File: config.mk
export PLATFORM = sky130hd
export DESIGN_NAME = signed_number_to_four_digit_segments
export DESIGN_NICKNAME = d
export VERILOG_FILES = /design/src/rtl/sn4seg_pkg.sv /design/src/rtl/sn4seg_conv.sv /design/src/rtl/signed_number_to_four_digit_segments.sv
export SDC_FILE = /design/constraint.sdc
export NUM_CORES = 1
export LEC_CHECK = 0
export BUFFER_PORTS_ARGS = -buffer_cell sky130_fd_sc_hd__buf_4
export CORE_AREA = 2 2 146 148
export CTS_CLUSTER_SIZE = 10
export DETAILED_ROUTE_END_ITERATION = 8
export DIE_AREA = 0 0 148 150
export PLACE_DENSITY = 0.78
export SLEW_MARGIN = 0
export SYNTH_ARGS = -nofsm -noshare
export SYNTH_HDL_FRONTEND = slang
export SYNTH_SLANG_ARGS = --single-unit
File: constraint.sdc
create_clock -name clk_i -period 20.2 [get_ports clk_i]
set_input_delay 3.03 -clock clk_i [delete_from_list [all_inputs] [get_ports clk_i]]
set_output_delay 3.03 -clock clk_i [all_outputs]
set_load 0.01 [all_outputs]
File: src/rtl/sn4seg_pkg.sv
package sn4seg_pkg;

  localparam logic [7:0] SegBlank = 8'h00;
  localparam logic [7:0] SegMinus = 8'h40;
  localparam logic [7:0] SegDot   = 8'h80;

  localparam logic [13:0] NegLimit = 14'd999;
  localparam logic [13:0] PosLimit = 14'd9999;

  // Reciprocal constants for floor division of a 14-bit magnitude
  localparam logic [15:0] Recip10   = 16'd52429;  // 2^19 / 10, rounded up
  localparam logic [12:0] Recip100  = 13'd5243;   // 2^19 / 100, rounded up
  localparam logic [14:0] Recip1000 = 15'd16778;  // 2^24 / 1000, rounded up

  typedef struct packed {
    logic [7:0] pos0;
    logic [7:0] pos1;
    logic [7:0] pos2;
    logic [7:0] pos3;
    logic       overflow;
  } seg_result_t;

  typedef struct packed {
    logic [15:0] signed_value;
    logic        dot_on;
  } seg_request_t;

  function automatic logic [7:0] digit_code(input logic [3:0] d);
    logic [7:0] c;
    case (d)
      4'd0:    c = 8'h3F;
      4'd1:    c = 8'h06;
      4'd2:    c = 8'h5B;
      4'd3:    c = 8'h4F;
      4'd4:    c = 8'h66;
      4'd5:    c = 8'h6D;
      4'd6:    c = 8'h7D;
      4'd7:    c = 8'h27;
      4'd8:    c = 8'h7F;
      4'd9:    c = 8'h6F;
      default: c = 8'h00;
    endcase
    return c;
  endfunction

endpackage

File: src/rtl/sn4seg_conv.sv
module sn4seg_conv (
  input  sn4seg_pkg::seg_request_t req_i,
  output sn4seg_pkg::seg_result_t  res_o
);

  logic        neg;
  logic [16:0] mag;
  logic        ovf;
  logic [13:0] m;
  logic [29:0] prod10;
  logic [26:0] prod100;
  logic [28:0] prod1000;
  logic [10:0] q10;
  logic [7:0]  q100;
  logic [4:0]  q1000;
  logic [13:0] r3;
  logic [10:0] r2;
  logic [7:0]  r1;
  logic [3:0]  d0, d1, d2, d3;
  logic [7:0]  dotbit;
  logic [7:0]  sign_or_blank;

  assign neg = req_i.signed_value[15];
  assign mag = neg ? (17'd0 - {1'b1, req_i.signed_value}) : {1'b0, req_i.signed_value};
  assign ovf = neg ? (mag > {3'd0, sn4seg_pkg::NegLimit})
                   : (mag > {3'd0, sn4seg_pkg::PosLimit});
  assign m   = mag[13:0];

  // Parallel reciprocal multiplies, one level deep
  assign prod10   = 30'(m) * 30'(sn4seg_pkg::Recip10);
  assign prod100  = 27'(m) * 27'(sn4seg_pkg::Recip100);
  assign prod1000 = 29'(m) * 29'(sn4seg_pkg::Recip1000);
  assign q10   = prod10[29:19];
  assign q100  = prod100[26:19];
  assign q1000 = prod1000[28:24];

  assign r3 = m - 14'(14'(q10) * 14'd10);
  assign r2 = q10 - 11'(11'(q100) * 11'd10);
  assign r1 = q100 - 8'(8'(q1000) * 8'd10);
  assign d3 = r3[3:0];
  assign d2 = r2[3:0];
  assign d1 = r1[3:0];
  assign d0 = q1000[3:0];

  assign dotbit        = req_i.dot_on ? sn4seg_pkg::SegDot : sn4seg_pkg::SegBlank;
  assign sign_or_blank = neg ? sn4seg_pkg::SegMinus : sn4seg_pkg::SegBlank;

  always_comb begin
    res_o.pos0     = sn4seg_pkg::SegBlank;
    res_o.pos1     = sn4seg_pkg::SegBlank;
    res_o.pos2     = sn4seg_pkg::SegBlank;
    res_o.pos3     = sn4seg_pkg::digit_code(d3);
    res_o.overflow = 1'b0;
    if (ovf) begin
      res_o.pos0     = sn4seg_pkg::SegMinus;
      res_o.pos1     = sn4seg_pkg::SegMinus;
      res_o.pos2     = sn4seg_pkg::SegMinus;
      res_o.pos3     = sn4seg_pkg::SegMinus;
      res_o.overflow = 1'b1;
    end else if (m >= 14'd1000) begin
      res_o.pos0 = sn4seg_pkg::digit_code(d0);
      res_o.pos1 = sn4seg_pkg::digit_code(d1);
      res_o.pos2 = sn4seg_pkg::digit_code(d2) | dotbit;
    end else if (m >= 14'd100) begin
      res_o.pos0 = sign_or_blank;
      res_o.pos1 = sn4seg_pkg::digit_code(d1);
      res_o.pos2 = sn4seg_pkg::digit_code(d2) | dotbit;
    end else if (m >= 14'd10) begin
      res_o.pos1 = sign_or_blank;
      res_o.pos2 = sn4seg_pkg::digit_code(d2) | dotbit;
    end else if (req_i.dot_on) begin
      // leading zero carries the dot
      res_o.pos1 = sign_or_blank;
      res_o.pos2 = sn4seg_pkg::digit_code(4'd0) | sn4seg_pkg::SegDot;
    end else begin
      res_o.pos2 = sign_or_blank;
    end
  end

endmodule

File: src/rtl/signed_number_to_four_digit_segments.sv
// Channel  Handshake                  Payload
// in       in_valid_i / in_ready_o    signed_value_i[15:0], dot_on_i
// out      out_valid_o / out_ready_i  seg_pos0_o..seg_pos3_o[7:0], overflow_o
//
// A request lands in the input register, and the converter (three parallel
// reciprocal multiplies plus digit decode) feeds the result register.
// Throughput is one request per cycle while the output is not stalled.
// Reset clears both valid flags; payload registers are not reset.
// A stalled output holds its result; the input stage keeps accepting while
// it is empty, but once both registers are full a stall drops in_ready_o.
module signed_number_to_four_digit_segments (
  input  logic        clk_i,
  input  logic        rst_ni,
  input  logic        in_valid_i,
  output logic        in_ready_o,
  input  logic [15:0] signed_value_i,
  input  logic        dot_on_i,
  output logic        out_valid_o,
  input  logic        out_ready_i,
  output logic [7:0]  seg_pos0_o,
  output logic [7:0]  seg_pos1_o,
  output logic [7:0]  seg_pos2_o,
  output logic [7:0]  seg_pos3_o,
  output logic        overflow_o
);

  sn4seg_pkg::seg_request_t req_q;
  logic                     req_valid_q;
  sn4seg_pkg::seg_result_t  res_d, res_q;
  logic                     res_valid_q;
  logic                     res_ready;

  // Result register takes a new value when empty or being drained
  assign res_ready  = !res_valid_q || out_ready_i;
  // Input register frees up when its content moves on
  assign in_ready_o = !req_valid_q || res_ready;

  // Hold the request until the result stage takes it
  always_ff @(posedge clk_i or negedge rst_ni) begin
    if (!rst_ni) begin
      req_valid_q <= 1'b0;
    end else if (in_ready_o) begin
      req_valid_q <= in_valid_i;
    end
  end

  always_ff @(posedge clk_i) begin
    if (in_ready_o && in_valid_i) begin
      req_q.signed_value <= signed_value_i;
      req_q.dot_on       <= dot_on_i;
    end
  end

  sn4seg_conv u_conv (
    .req_i (req_q),
    .res_o (res_d)
  );

  // Advance the converted result; hold while the consumer stalls
  always_ff @(posedge clk_i or negedge rst_ni) begin
    if (!rst_ni) begin
      res_valid_q <= 1'b0;
    end else if (res_ready) begin
      res_valid_q <= req_valid_q;
    end
  end

  always_ff @(posedge clk_i) begin
    if (res_ready && req_valid_q) begin
      res_q <= res_d;
    end
  end

  assign out_valid_o = res_valid_q;
  assign seg_pos0_o  = res_q.pos0;
  assign seg_pos1_o  = res_q.pos1;
  assign seg_pos2_o  = res_q.pos2;
  assign seg_pos3_o  = res_q.pos3;
  assign overflow_o  = res_q.overflow;

endmodule

==> results.cfg <==
[status]
status = completed

[clock_tree]
cts_buffer_depth = 2
cts_tree = yes
cts-root-buf = clkbuf_16
htreeDepth = 2
cts_resized = 0
cts_hold_buf = 0
clk_pin_slew_ns = 0.07
cts_buffers = 5
cts_setup_buffers = 0
cts.sinks = 49
clk_latency_ns = 0.29

[min_path]
worstHoldPathCells = 1
hold_class = reg -> reg

[drt]
dr.pass1.iters = 5
avgViaCountPerCell = 5.497
drt_iter0_markers = 471
routed_wirelength_um = 26780
num_vias = 8223
drc = 0
wire_per_inst_um = 17.90
antenna_left = 0

[cells_and_area]
layout-drive-gt1-share_pct = 7.699
multi_input_area_um2 = 8518
finalNonFillerCells = 1496
nNetsFinal = 1640
nFillCells = 1737
layout.area.seq_um2 = 1461
area_growth_pct = 8.203
fin_area_um2 = 12130
n_antenna_cell = 0

[synth]
postSynthCellCount = 1161
syn_area_um2 = 11210
synth_edf_count = 47
ys_seq_elements = 49
ys_seq_area_share_pct = 13.04
syn_area_per_cell_um2 = 9.656
ys_async_sr_fraction_pct = 4.082
yosysUniqueCellTypes = 73
ys_warn_count = 0
ys.flop_type = edfxtp_1

[timing]
setup_viol = 0
tns_ns = 0
holdWs_ns = 0.5288
fin_crit_sh_pct = 50.28
worst_slew_pin_slew_ns = 0.8794
rsz0062_at_grt = no
max_freq_ghz = 0.09845
fin_crit_ns = 10.16
slew_violations = 0
clock_skew_ns = 0.006335
relSlewSlack_pct = 41.37
hold_viol = 0

[global_routing]
grt_use_total_pct = 25.24
grt_pass1_vias = 8612
grt_pass1_wl_um = 43970
grt_overflow = 0
antenna_found_initial = 0
grt_max_degree = 31

[worst_setup_path]
cp_num_cells = 34
rr_worst_depth = 34
cp.arrival_ns = 10.29
crit_fanout = 17
worstPathRequired_ns = 20.34
cp_num_buf_inv = 8
criticalPathCategory = reg -> reg
path_delay_family = adder cells
worst_setup_path_start_kind = register
cpMostUsedCell = inv_1
crit_path_end_kind = register
cp_slowest_stage_delay_ns = 0.72
cp_slowest_cell = xor2_1

[floorplanning]
core_um2 = 20690
die_w_um = 148
row_count = 53
die-height_um = 150
ioPinCount = 56
start_util_pct = 54.18
dieArea_um2 = 22200

[placement]
dp_cells = 1488
placed_cell_area_um2 = 11970
gp_congestion = 1.016
dp_hpwl_um = 22900
port_buffers = 52

[run]
maxCapViolCount = 0
==> synth_stat cells, types with 12 or more instances <==
cell	count	area [µm²]
a21o_1	16	120.1
a21oi_1	47	235.2
edfxtp_1	47	1411
fa_1	127	2542
ha_1	272	3403
inv_1	309	1160
nand2_1	45	168.9
nand3_1	15	75.07
nor2_1	29	108.9
o21ai_0	25	125.1
xnor2_1	37	324.1
xor2_1	12	105.1
==> placed cells by master (no fill, tap or decap), types with 9 or more instances in the layout <==
cell	count
and3_1	9
nand2b_1	9
ha_1	272
o21ai_0	25
buf_4	63
nand3_1	15
xnor2_1	36
fa_1	127
xor2_1	12
a21oi_1	47
inv_1	309
a21o_1	16
edfxtp_1	47
nand4_1	9
nand2_1	45
nor2_1	29
==> layer usage <==
metal	vias to the layer above	wire [µm]	GRT usage [%]
met5	-	0	0
met4	0	1202	9.571
met3	70	1447	3.720
met2	285	12580	41.44
met1	3956	11550	33.96
li1	3912	-	-
==> worst paths after layout <==
check	from	endpoint	slack, ns
hold / removal	req_valid_q	out_valid_o	0.53
setup / recovery	req_q[1]	seg_pos2_o[6]	10.04
hold reg to reg	req_valid_q	out_valid_o	0.53
setup reg to reg	req_q[1]	seg_pos2_o[6]	10.04
max in group asynchronous	rst_ni	out_valid_o	17.61
min in group asynchronous	rst_ni	req_valid_q	2.50
==> cells by family (layout without fill, tap and decap cells) <==
| group | Yosys count | after routing | share of synthesized area (%) |
|---|---|---|---|
| adder cells (fa/ha/maj) | 400 | 400 | 53.14 |
| buffers and inverters | 325 | 383 | 11.12 |
| AND/OR/NAND/NOR | 171 | 171 | 7.946 |
| AO/OA/AOI/OAI | 158 | 158 | 9.844 |
| XOR/XNOR | 53 | 53 | 4.520 |
| flip-flops | 49 | 49 | 13.04 |
| multiplexers | 4 | 4 | 0.3683 |
| other | 1 | 3 | 0.03345 |
==> flip-flops by register name, indices dropped and copies added (netlist names) <==
| name | flops |
|---|---|
| req_valid_q | 1 |
| seg_pos0_o | 7 |
| seg_pos1_o | 7 |
| seg_pos2_o | 8 |
| seg_pos3_o | 7 |
| out_valid_o | 1 |
| req_q | 17 |
| overflow_o | 1 |
==> cell type report <==
class	instances	area share (%)
multi-input cells	789	70.22
flip-flops and latches	49	12.05
inverters	312	9.654
clock inverters	2	0.2785
well taps	275	2.837
repair buffers	63	3.899
clock buffers	6	1.062
==> stage by stage <==
stage	utilization, %	setup slack [ns]
after global routing	58.63	9.401
after CTS	58.63	10.14
final	58.63	10.04
after detailed placement	57.84	10.23
after global placement	57.84	10.49
after floorplan	-	10.95
Power is not shown: default switching activity piles up to over one toggle a cycle in this logic, so the estimate is an artifact.
